### src/afr_pkg.sv
// Shared types and constants for the API frame receiver.
`timescale 1ns / 1ps

package afr_pkg;

  localparam logic [7:0] START_MARK       = 8'h7E;
  localparam logic [7:0] SUM_BASE         = 8'hFF;
  localparam logic [7:0] MIN_LENGTH_RESET = 8'd3;

  typedef enum logic [2:0] {
    PH_HUNT    = 3'd0,
    PH_LEN_HI  = 3'd1,
    PH_LEN_LO  = 3'd2,
    PH_PAYLOAD = 3'd3,
    PH_CHECK   = 3'd4
  } phase_t;

  typedef enum logic [1:0] {
    KIND_BYTE  = 2'd0,
    KIND_GOOD  = 2'd1,
    KIND_BAD   = 2'd2,
    KIND_SHORT = 2'd3
  } kind_t;

  typedef struct packed {
    logic       valid;
    kind_t      kind;
    logic [7:0] data;
    logic [7:0] index;
    logic       last;
  } result_t;

endpackage

### src/afr_core.sv
// Frame parsing state machine: one received byte per step, at most one result.
`timescale 1ns / 1ps

module afr_core
  import afr_pkg::*;
(
  input  logic       clk,
  input  logic       rst,
  input  logic       step,
  input  logic [7:0] byte_in,
  input  logic [7:0] min_length,
  output result_t    result
);

  phase_t     phase, phase_next;
  logic [7:0] frame_length, frame_length_next;
  logic [7:0] byte_count, byte_count_next;
  logic [7:0] running_sum, running_sum_next;
  logic [7:0] count_inc;

  assign count_inc = byte_count + 8'd1;

  always_comb begin
    phase_next        = phase;
    frame_length_next = frame_length;
    byte_count_next   = byte_count;
    running_sum_next  = running_sum;
    case (phase)
      PH_LEN_HI: begin
        phase_next = PH_LEN_LO;
      end
      PH_LEN_LO: begin
        if (byte_in < min_length) begin
          phase_next = PH_HUNT;
        end else begin
          frame_length_next = byte_in;
          byte_count_next   = 8'd0;
          running_sum_next  = 8'd0;
          phase_next        = (byte_in == 8'd0) ? PH_CHECK : PH_PAYLOAD;
        end
      end
      PH_PAYLOAD: begin
        running_sum_next = running_sum + byte_in;
        byte_count_next  = count_inc;
        if (count_inc == frame_length) begin
          phase_next = PH_CHECK;
        end
      end
      PH_CHECK: begin
        phase_next = PH_HUNT;
      end
      default: begin
        phase_next = (byte_in == START_MARK) ? PH_LEN_HI : PH_HUNT;
      end
    endcase
  end

  always_comb begin
    result       = '0;
    result.kind  = KIND_BYTE;
    case (phase)
      PH_LEN_LO: begin
        if (byte_in < min_length) begin
          result.valid = 1'b1;
          result.kind  = KIND_SHORT;
          result.data  = byte_in;
          result.last  = 1'b1;
        end
      end
      PH_PAYLOAD: begin
        result.valid = 1'b1;
        result.kind  = KIND_BYTE;
        result.data  = byte_in;
        result.index = byte_count;
      end
      PH_CHECK: begin
        result.valid = 1'b1;
        result.kind  = ((SUM_BASE - running_sum) == byte_in) ? KIND_GOOD : KIND_BAD;
        result.data  = frame_length;
        result.last  = 1'b1;
      end
      default: begin
        result.valid = 1'b0;
      end
    endcase
  end

  always_ff @(posedge clk) begin
    if (rst) begin
      phase        <= PH_HUNT;
      frame_length <= 8'd0;
      byte_count   <= 8'd0;
      running_sum  <= 8'd0;
    end else if (step) begin
      phase        <= phase_next;
      frame_length <= frame_length_next;
      byte_count   <= byte_count_next;
      running_sum  <= running_sum_next;
    end
  end

endmodule

### src/api_frame_receiver.sv
// Top level of the API frame receiver: input register, parser, result register.
//
//   channel   direction  handshake              payload
//   in        receive    in_valid / in_stall    rx_byte
//   out       send       out_valid / out_stall  kind, data, index, last
//   cfg       receive    cfg_write              cfg_data (min_length)
//
// One byte per cycle sustained while out is not stalled; a byte is parsed when
// the parser steps on it, and its result, if any, stands at out from that step.
// rst is synchronous: hunt for the start byte, min_length back to 3.
// A stalled result holds the parser; in_stall rises once the input register
// is also full, so no byte is lost.
`timescale 1ns / 1ps

module api_frame_receiver
  import afr_pkg::*;
(
  input  logic       clk,
  input  logic       rst,
  input  logic       in_valid,
  output logic       in_stall,
  input  logic [7:0] rx_byte,
  output logic       out_valid,
  input  logic       out_stall,
  output logic [1:0] kind,
  output logic [7:0] data,
  output logic [7:0] index,
  output logic       last,
  input  logic       cfg_write,
  input  logic [7:0] cfg_data
);

  logic       in_full;
  logic [7:0] in_byte;
  logic [7:0] min_length;
  logic       step;
  logic       take_in;
  result_t    result;

  assign step     = in_full && (!out_valid || !out_stall);
  assign in_stall = in_full && !step;
  assign take_in  = in_valid && !in_stall;

  afr_core u_core (
    .clk        (clk),
    .rst        (rst),
    .step       (step),
    .byte_in    (in_byte),
    .min_length (min_length),
    .result     (result)
  );

  always_ff @(posedge clk) begin
    if (rst) begin
      min_length <= MIN_LENGTH_RESET;
    end else if (cfg_write) begin
      min_length <= cfg_data;
    end
  end

  always_ff @(posedge clk) begin
    if (rst) begin
      in_full <= 1'b0;
    end else if (take_in) begin
      in_full <= 1'b1;
    end else if (step) begin
      in_full <= 1'b0;
    end
  end

  always_ff @(posedge clk) begin
    if (take_in) begin
      in_byte <= rx_byte;
    end
  end

  always_ff @(posedge clk) begin
    if (rst) begin
      out_valid <= 1'b0;
    end else if (step) begin
      out_valid <= result.valid;
    end else if (!out_stall) begin
      out_valid <= 1'b0;
    end
  end

  always_ff @(posedge clk) begin
    if (step && result.valid) begin
      kind  <= result.kind;
      data  <= result.data;
      index <= result.index;
      last  <= result.last;
    end
  end

endmodule

### config.mk
export PLATFORM = sky130hd
export DESIGN_NAME = api_frame_receiver
export DESIGN_NICKNAME = d
export VERILOG_FILES = /design/src/afr_pkg.sv /design/src/afr_core.sv /design/src/api_frame_receiver.sv
export SDC_FILE = /design/constraint.sdc
export NUM_CORES = 1
export LEC_CHECK = 0
export BUFFER_PORTS_ARGS = -buffer_cell sky130_fd_sc_hd__buf_2
export CAP_MARGIN = 15
export CORE_MARGIN = 1
export CORE_UTILIZATION = 58
export CTS_CLUSTER_DIAMETER = 120
export DETAILED_ROUTE_END_ITERATION = 8
export GPL_ROUTABILITY_DRIVEN = 0
export PLACE_DENSITY_LB_ADDON = 0.25
export SLEW_MARGIN = 20
export SYNTH_ARGS = -nofsm -noshare
export SYNTH_HDL_FRONTEND = slang
export SYNTH_SLANG_ARGS = --single-unit
### constraint.sdc
create_clock -name clk -period 3.64 [get_ports clk]
set_clock_uncertainty 0.05 [all_clocks]
set_input_delay 0.364 -clock clk [delete_from_list [all_inputs] [get_ports clk]]
set_output_delay 0.364 -clock clk [all_outputs]
set_load 0.05 [all_outputs]
==> out/results.ini, run 1 <==
[status]
status=complete, no violations

[setup_path]
worstPathMaxFanout=19
crit_arrival_ns=2.44
critPathCaptureType=flip-flop
crit_chain=ha_1, a2111o_1, a31oi_4, nand2_2, a21oi_1, buf_4
path_delay_family=compound AO/OA/AOI/OAI gates
cp_num_buf_inv=1
setup.worst_path.start_class=flip-flop
cp_slowest_cell=edfxtp_1
max_stage_delay_ns=0.54
worstPathRequired_ns=3.62
worstSetupPathType=reg2reg

[timing]
post-route-min-period_ns=2.46
fin_tns_setup_ns=0
max_slew_margin_pct=44.1
worst_pin_slew_ns=0.837
final_max_slew_viol_count=0
post-route-period-util_pct=67.5
fmax_mhz=407
setup_viol=0
whs_ns=0.149
rsz0062_at_grt=no
hold_viol=0

[clock_tree]
cts_tree=built
cts_buffers=9
clockBufferDepth=2
clk_pin_slew_ns=0.07
cts_setup_buffers=0
postCtsResizedCells=0
cts_num_sinks=64
cts-root-buf=clkbuf_8
htreeDepth=3
cts-hold-fix-buffers=0
clk-insertion-delay-late_ns=0.34

[pwr]
p_leak_nw=1.42
p_total_mw=1.70
ir_worst_vdd_mv=0.363
power_density_nw_per_um2=436

[route]
drc_errors=0
viasPerCell=6.11
drt_first_pass_iters=5
drt_wl_total_um=7670
wl_per_cell_um=16.8
via_count=2779
postRouteAntennaNets=0
drtIter0Drc=351

[global_routing]
overflow=0
use_met1_pct=34.8
grtUsageMet2_pct=43.2
grt_usage_pct=27.2
grt.busiest_layer=met2
grt_pass1_wl_um=12700
grt_pass1_vias=2633
grtUsageMet3_pct=4.53
grt_start_max_net_pins=23
antenna_found_initial=0

[run]
cap_violations=0

[placement]
dp_hpwl_um=5330
port_buffers=41
placed_area_um2=3660

[yosys]
yosys.cell_types.count=59
synthFlopType=dfxtp_1
synth-async-reset-ratio_pct=0
synth.area.mux_share_pct=2.06
yosys_register_bits=64
synth_area_per_cell_um2=10.1
synthAdderAreaFrac_pct=6.12
synthSimpleGateAreaFrac_pct=16.0
synth_area_leaders=edfxtp_1 24%, dfxtp_1 22%, ha_1 5.5%
synth_top_area_cell=edfxtp_1
synth_fp_nets=373
synth_edf_count=27
synth_warnings=0
synth_xor_area_share_pct=4.64
synth-seq-area-share_pct=45.7
synth_top_family_by_area=compound AO/OA/AOI/OAI gates
syn_inst=336
synth.cell_area_um2=3400
synth_top_area_share_pct=23.9
synth_compound_area_share_pct=21.9

[floorplanning]
die_area_um2=6160
start_util_pct=60.9
rows=27
io_pins=42
fp.coreArea_um2=5570
die_h_um=78.5
die_x_um=78.5

[cells_and_area]
nets=415
design_area_um2=3900
area_delta_synth_final_pct=14.8
drive_above_1_share_pct=23.8
antenna_cells=0

[min_path]
hold_class=in2reg

## worst reg2reg max path, delay by kind of cell, from the launching register on
| kind | cells | cell delay, ns |
|---|---|---|
| and+or+nand+nor | 1 | 0.10 |
| buffers and inverters | 1 | 0.27 |
| DFF | 1 | 0.54 |
| adders and majority gates | 1 | 0.35 |
| AOI/OAI and AO/OA | 3 | 0.84 |
## synth_stat cells, types with 10 or more instances
cell type,n
o21ai_0,10
edfxtp_1,27
inv_1,13
ha_1,15
o211ai_1,10
clkbuf_1,11
nor2_1,18
xnor2_1,12
dfxtp_1,37
nand2_1,27
nand3_1,18
a21oi_1,21
## power breakdown
group          internal, mW  leakage [nW]  switching (mW)
clock network         0.449         0.114           0.282
registers             0.769         0.526          0.0227
logic                0.0585         0.779           0.118
total                  1.28          1.42           0.423
## layer usage
layer | up-vias | wire length (µm)
li1 | 1331 | -
met1 | 1312 | 3340
met2 | 118 | 3600
met3 | 18 | 485
met4 | 0 | 231
met5 | - | 0
## kinds of logic (layout without fill, tap and decap cells)
logic type / after synthesis / after routing
AOI/OAI and AO/OA: 95 / 95
xor gates and xnor gates: 18 / 18
adders and majority gates: 16 / 16
buffers and inverters: 29 / 76
DFF: 64 / 64
muxes: 7 / 7
and+or+nand+nor: 107 / 107
## sequential cells by signal (all words and copies together) (netlist names), 3 cells and up
| register | cells |
|---|---|
| u_core.byte_count | 8 |
| u_core.frame_length | 8 |
| min_length | 8 |
| in_byte | 8 |
| index | 8 |
| data | 8 |
| u_core.phase | 3 |
| u_core.running_sum | 8 |
## worst paths after layout
check,startpoint,end,slack [ns],depth (start not counted)
setup / recovery,in_byte[1],kind[0],1.18,6
hold / removal,rx_byte[2],in_byte[2],0.15,1
setup reg to reg,in_byte[1],kind[0],1.18,6
hold reg to reg,min_length[1],min_length[1],0.44,2
## layout by cell type, fill, tap and decap left out, types with 2 or more instances in the layout
| master | count |
|---|---|
| buf_2 | 41 |
| dfxtp_1 | 37 |
| nand2_1 | 27 |
| edfxtp_1 | 27 |
| a21oi_1 | 21 |
| nor2_1 | 18 |
| nand3_1 | 18 |
| ha_1 | 15 |
| inv_1 | 13 |
| xnor2_1 | 12 |
| o21ai_0 | 10 |
| o211ai_1 | 10 |
| nor3_1 | 9 |
| o21ai_2 | 9 |
| a22o_1 | 9 |
| a21oi_2 | 9 |
| clkbuf_8 | 9 |
| and2_1 | 8 |
| mux2i_1 | 7 |
| xor2_1 | 6 |
| buf_4 | 6 |
| nor4_1 | 5 |
| and3_1 | 4 |
| nand4_1 | 4 |
| bufinv_16 | 3 |
| and3b_1 | 2 |
| nor2b_1 | 2 |
| a311oi_2 | 2 |
| nor3b_1 | 2 |
| o2111ai_1 | 2 |
| a31oi_1 | 2 |
| a311oi_1 | 2 |
| clkinv_1 | 2 |
## cell type report
class                   instances  area, µm²
clock buffers                   9        124
flip-flops and latches         64       1550
multi-input cells             243       1720
clock inverters                 7        110
repair buffers                 47        250
inverters                      13       48.8
well taps                      72       90.1
fillers                       442       1680
## stage by stage
step / worst slack, ns / std cells / utilization (%)
final: 1.18 / 455 / 69.9
after global routing: 1.09 / 455 / 69.9
after CTS: 1.18 / 455 / 69.9
after detailed placement: 1.19 / 439 / 65.7
after global placement: 1.24 / 439 / 65.7
after floorplan: 0.526 / 336 / -
(Power assumes the default switching activity.)
==> inputs of run 2 (changes only) <==
==> constraint.sdc (replaced) <==
create_clock -name clk -period 2.5 [get_ports clk]
set_clock_uncertainty 0.05 [all_clocks]
set_input_delay 0.25 -clock clk [delete_from_list [all_inputs] [get_ports clk]]
set_output_delay 0.25 -clock clk [all_outputs]
set_load 0.05 [all_outputs]
==> run 2 against run 1 <==
Worst hold slack got worse by 0.13 ns. Design area rose by 0.96%. Via count rose by 1.4%. Sequential share of layout area shrank 0.38 points. Largest power group unchanged. Flip-flop and latch count is the same. First-iteration DRC count rose by 8.5%. Combinational power is 60% higher. Critical path depth shrank 1. Cell count increased by 2.2%. Critical path type unchanged. Non-clock buffer count up 10. Count of clock-buffer cells in the layout grew 1.
==> out/results.ini, run 2 (synthesis gave the netlist of run 1 again) <==
[pwr]
p_leak_nw=1.44
ir_worst_vdd_mv=0.488
power_density_nw_per_um2=561

[placement]
port_buffers=41
dp_slack_ns=0.288
place_inst=449
dp_hpwl_um=5640

[clock_tree]
clockBufferDepth=2
cts_num_sinks=64
postCtsResizedCells=0
cts-root-buf=clkbuf_8
clk_pin_slew_ns=0.07
cts_tree=built
htreeDepth=3
clk-insertion-delay-late_ns=0.35
cts_setup_buffers=0
cts_buffers=9
cts-hold-fix-buffers=0

[timing]
worst_pin_slew_ns=0.802
final_max_slew_viol_count=0
rsz0062_at_grt=no
setup_viol=0
post-route-min-period_ns=2.25
fmax_mhz=444
max_slew_margin_pct=46.4
post-route-period-util_pct=90.2
timing.final.ws_setup_ns=0.246
hold_viol=0

[setup_path]
reg2reg_slack_ns=0.25
crit_arrival_ns=2.42
r2r_end=data[4]
setup.worst_path.start_class=flip-flop
worstSetupPathType=reg2reg
critPathCaptureType=flip-flop
r2r_cells=5
r2r_start=in_byte[0]
worstPathMaxFanout=11
worstPathRequired_ns=2.66

[route]
drt_first_pass_iters=4
postRouteAntennaNets=0
via_count=2817
wl_per_cell_um=16.8
drt_wl_total_um=7790
viasPerCell=6.06
drc_errors=0
drtIter0Drc=381

[global_routing]
overflow=0
grt_usage_pct=27.8
grt_start_max_net_pins=22
antenna_found_initial=0
grt_pass1_vias=2788
grt_pass1_wl_um=12800

[floorplanning]
die_area_um2=6160
rows=27
die_h_um=78.5
fp.coreArea_um2=5570
die_x_um=78.5
io_pins=42
start_util_pct=60.9

[cells_and_area]
fill_cells=437
nets=425
area_delta_synth_final_pct=15.9
fin_cells=465
antenna_cells=0
final_common_cell=buf_2
mostFrequentLayoutCells=41 x buf_2, 37 x dfxtp_1, 27 x nand2_1, 27 x edfxtp_1, 20 x a21oi_1
multi_input_area_um2=1730
drive_above_1_share_pct=26.5
seqCellArea_um2=1550

[run]
cap_violations=0

[min_path]
min_from=rx_byte[3]
worstHoldPathCells=1
hold_end=in_byte[3]
hold_class=in2reg

[status]
status=complete, no violations

## run 2: changes by cell type in the layout (fill, tap and decap cells not counted)
cell | previous run | this run
a21oi_1 | 21 | 20
a21oi_4 | 0 | 1
buf_12 | 0 | 1
buf_4 | 6 | 15
bufinv_16 | 3 | 0
clkbuf_8 | 9 | 10
clkinv_1 | 2 | 0
clkinv_2 | 1 | 4
clkinvlp_4 | 1 | 2
## run 2: worst max-delay path, stage by stage (launching register included)
cell,delay (ns)
edfxtp_1,0.50
nand2b_4,0.18
a2111o_1,0.50
a31o_2,0.37
o21ai_2,0.32
a22o_1,0.19
## run 2: cell type report
class,count,area share (%)
sequential,64,39.4
timing repair buffer,57,8.59
clock inverter,6,0.890
tap,72,2.29
multi-input combinational,243,44.1
clock buffer,10,3.50
inverter,13,1.24
## run 2: power breakdown
part | leakage [nW] | switching (mW) | internal (mW)
logic | 0.830 | 0.189 | 0.0956
clock network | 0.0878 | 0.406 | 0.379
registers | 0.526 | 0.0204 | 1.12
total | 1.44 | 0.615 | 1.59
## run 2: routing by layer
metal / wire length (µm) / global-route usage (%) / part of all wire (%) / up-vias
met1: 3230 / 32.4 / 41 / 1337
li1: - / - / - / 1353
met2: 3870 / 46.2 / 50 / 109
met4: 210 / 15.0 / 2.7 / 0
met3: 487 / 7.67 / 6.3 / 18
met5: 0 / 0 / 0 / -
## run 2: worst max path at each step
stage                                    start              end  slack, ns  cells past startpoint
after floorplan                     in_byte[1]          data[0]      -0.03                      5
after detailed placement            in_byte[0]          data[2]       0.29                      5
final                               in_byte[0]          data[4]       0.25                      5
after global placement              in_byte[0]         index[5]       0.35                      6
after global routing      u_core.byte_count[1]  u_core.phase[1]       0.06                      6
after CTS                           in_byte[0]          data[2]       0.26                      5
## run 2: metrics by stage
| step | TNS, ns | total power [mW] | hold WS (ns) | utilization, % | instance area, µm² |
|---|---|---|---|---|---|
| 3_5_place_dp | 0 | 1.44 | 0.380 | 67.5 | 3760 |
| 6_report | 0 | 2.21 | 0.0215 | 70.6 | 3940 |
| 4_1_cts | 0 | 2.22 | 0.00585 | 70.6 | 3940 |
| 3_3_place_gp | 0 | 1.43 | 0.377 | 67.5 | 3760 |
| 2_1_floorplan | -0.501 | 1.36 | 0.299 | - | 3410 |
| 5_1_grt | 0 | 2.30 | 0.000348 | 70.6 | 3940 |
==> inputs of run 3 (changes only) <==
--- a/config.mk
+++ b/config.mk
@@ -8,7 +8,7 @@
 export BUFFER_PORTS_ARGS = -buffer_cell sky130_fd_sc_hd__buf_2
 export CAP_MARGIN = 15
 export CORE_MARGIN = 1
-export CORE_UTILIZATION = 58
+export CORE_UTILIZATION = 57
 export CTS_CLUSTER_DIAMETER = 120
 export DETAILED_ROUTE_END_ITERATION = 8
 export GPL_ROUTABILITY_DRIVEN = 0
@@ -16,4 +16,5 @@
 export SLEW_MARGIN = 20
 export SYNTH_ARGS = -nofsm -noshare
 export SYNTH_HDL_FRONTEND = slang
+export SYNTH_HIERARCHICAL = 1
 export SYNTH_SLANG_ARGS = --single-unit
==> constraint.sdc (replaced) <==
create_clock -name clk -period 2.5 [get_ports clk]
set_clock_uncertainty 0.05 [all_clocks]
set_input_delay 0.25 -clock clk [delete_from_list [all_inputs] [get_ports clk]]
set_output_delay 0.25 -clock clk [all_outputs]
set_load 0.1 [all_outputs]
==> run 3 against run 2 <==
Design area is 1.5% lower. Critical path type unchanged. Critical path depth rose by 5. Highest routed layer unchanged. Synthesized cell count shrank 3.6%. Critical endpoint is now kind[0]. Fmax decreased by 7.0%.
==> out/results.ini, run 3 <==
[setup_path]
setup.worst_path.start_class=flip-flop
startpoint=in_byte[5]
worstSetupPathType=reg2reg
worstPathRequired_ns=2.51
r2r_end=kind[0]
r2r_cells=10
endpoint=kind[0]
worstPathMaxFanout=19
r2r_start=in_byte[5]
crit_arrival_ns=2.43
critPathCaptureType=flip-flop
reg2reg_slack_ns=0.08

[placement]
dp_hpwl_um=4880
dp_slack_ns=0.109
port_buffers=41

[clock_tree]
clk_pin_slew_ns=0.07
cts-root-buf=clkbuf_8
cts_buffers=9
cts_tree=built
htreeDepth=3
cts_num_sinks=64
clk-insertion-delay-late_ns=0.35
clockBufferDepth=2
cts-hold-fix-buffers=0

[timing]
fmax_mhz=413
whs_ns=0.0243
hold_viol=0
max_slew_margin_pct=50.5
post-route-min-period_ns=2.42
post-route-period-util_pct=96.9
final_max_slew_viol_count=0
timing.final.ws_setup_ns=0.0763
worst_pin_slew_ns=0.739
setup_viol=0

[route]
drt_wl_total_um=7200
via_count=2595
postRouteAntennaNets=0
wl_per_cell_um=16.0
drt_first_pass_iters=4
viasPerCell=5.75
drtIter0Drc=200
drc_errors=0

[yosys]
synth_fp_nets=361
synth-seq-area-share_pct=48.0
synth_area_leaders=edfxtp_1 25%, dfxtp_1 23%, ha_1 5.8%
yosys_register_bits=64
synth.cell_area_um2=3230
synth_top_area_cell=edfxtp_1
yosysMostFrequentCell=dfxtp_1
synth_area_per_cell_um2=9.98
synth_warnings=6
synthFlopType=dfxtp_1
synthTopCellsByCount=37 x dfxtp_1, 27 x edfxtp_1, 26 x nand2_1
synth_top_area_share_pct=25.1
syn_inst=324
synth-async-reset-ratio_pct=0
synth_edf_count=27
yosys.cell_types.count=51

[run]
cap_violations=0

[pwr]
power_density_nw_per_um2=622
p_leak_nw=1.64
p_total_mw=2.41
ir_worst_vdd_mv=0.538

[floorplanning]
rows=27
start_util_pct=59.1
die_area_um2=5980
die_x_um=77.3
io_pins=42
die_h_um=77.3
fp.coreArea_um2=5470

[global_routing]
overflow=0
grt_pass1_wl_um=11700
antenna_found_initial=0
grt_usage_pct=25.9
grt_start_max_net_pins=28
grt_pass1_vias=2539

[min_path]
min_from=rx_byte[6]
worstHoldPathCells=1
hold_class=in2reg

[cells_and_area]
drive_above_1_share_pct=23.5
antenna_cells=0
nets=411
mostFrequentLayoutCells=41 x buf_2, 37 x dfxtp_1, 27 x edfxtp_1, 25 x nor2_1, 25 x nand2_1
area_delta_synth_final_pct=19.9
final_common_cell=buf_2

[status]
status=complete, no violations

-- run 3: worst min path at each step --
stage	slack, ns	to
4_1_cts	0.007	in_byte[6]
2_1_floorplan	0.30	in_byte[0]
3_3_place_gp	0.38	in_byte[6]
5_1_grt	0.008	in_byte[4]
6_report	0.02	in_byte[6]
3_5_place_dp	0.38	in_byte[6]
-- run 3: routing by layer --
metal	vias up	GRT usage, %	wire length (µm)
li1	1273	-	-
met3	14	7.02	456
met4	0	10.6	123
met1	1219	31.3	3080
met5	-	0	0
met2	89	43.4	3540
-- run 3: cell type report --
cell class / count / area, µm²
Clock buffer: 9 / 124
Clock inverter: 7 / 110
Fill cell: 423 / 1600
Inverter: 12 / 45.0
Multi-Input combinational cell: 228 / 1600
Sequential cell: 64 / 1550
Tap cell: 72 / 90.1
Timing Repair Buffer: 59 / 353
-- run 3: kinds of logic (layout without fill, tap and decap cells) --
logic type,after synthesis,count (layout),share of synthesized area [%]
XOR/XNOR,19,19,5.15
multiplexers,14,14,4.33
adder cells (fa/ha/maj),16,16,6.42
AO/OA/AOI/OAI,74,74,15.4
AND/OR/NAND/NOR,105,105,16.1
buffers and inverters,32,87,4.57
flip-flops,64,64,48.0
-- run 3: power breakdown --
group | switching [mW] | total [mW] | internal [mW]
logic | 0.135 | 0.229 | 0.0944
registers | 0.0193 | 1.13 | 1.11
clock network | 0.400 | 1.05 | 0.653
total | 0.555 | 2.41 | 1.86
-- run 3: what timing repair did --
item | 4_1_cts | 5_1_grt
hold endpoints to repair | 0 | 0
endpoints found under the setup margin | 0 | 19
resized for setup | 0 | 1
setup buffers | 0 | 2
-- run 3: worst max-delay path: stages, from the launching register on --
cell and delay (ns):
edfxtp_1 0.44, ha_4 0.26, a2111oi_4 0.28, nand2_1 0.13
a21oi_4 0.18, or2_1 0.14, o21a_1 0.14, or2_4 0.13
nand2_4 0.05, a21oi_4 0.14, buf_12 0.17
-- run 3: metrics by stage --
step           cells  utilization, %  cell area, µm²  setup TNS (ns)
2_1_floorplan    324               -            3290           -1.73
3_3_place_gp     433            66.1            3620               0
3_5_place_dp     433            66.1            3620               0
4_1_cts          449            70.4            3850               0
5_1_grt          451            70.8            3880          -0.506
6_report         451            70.8            3880               0
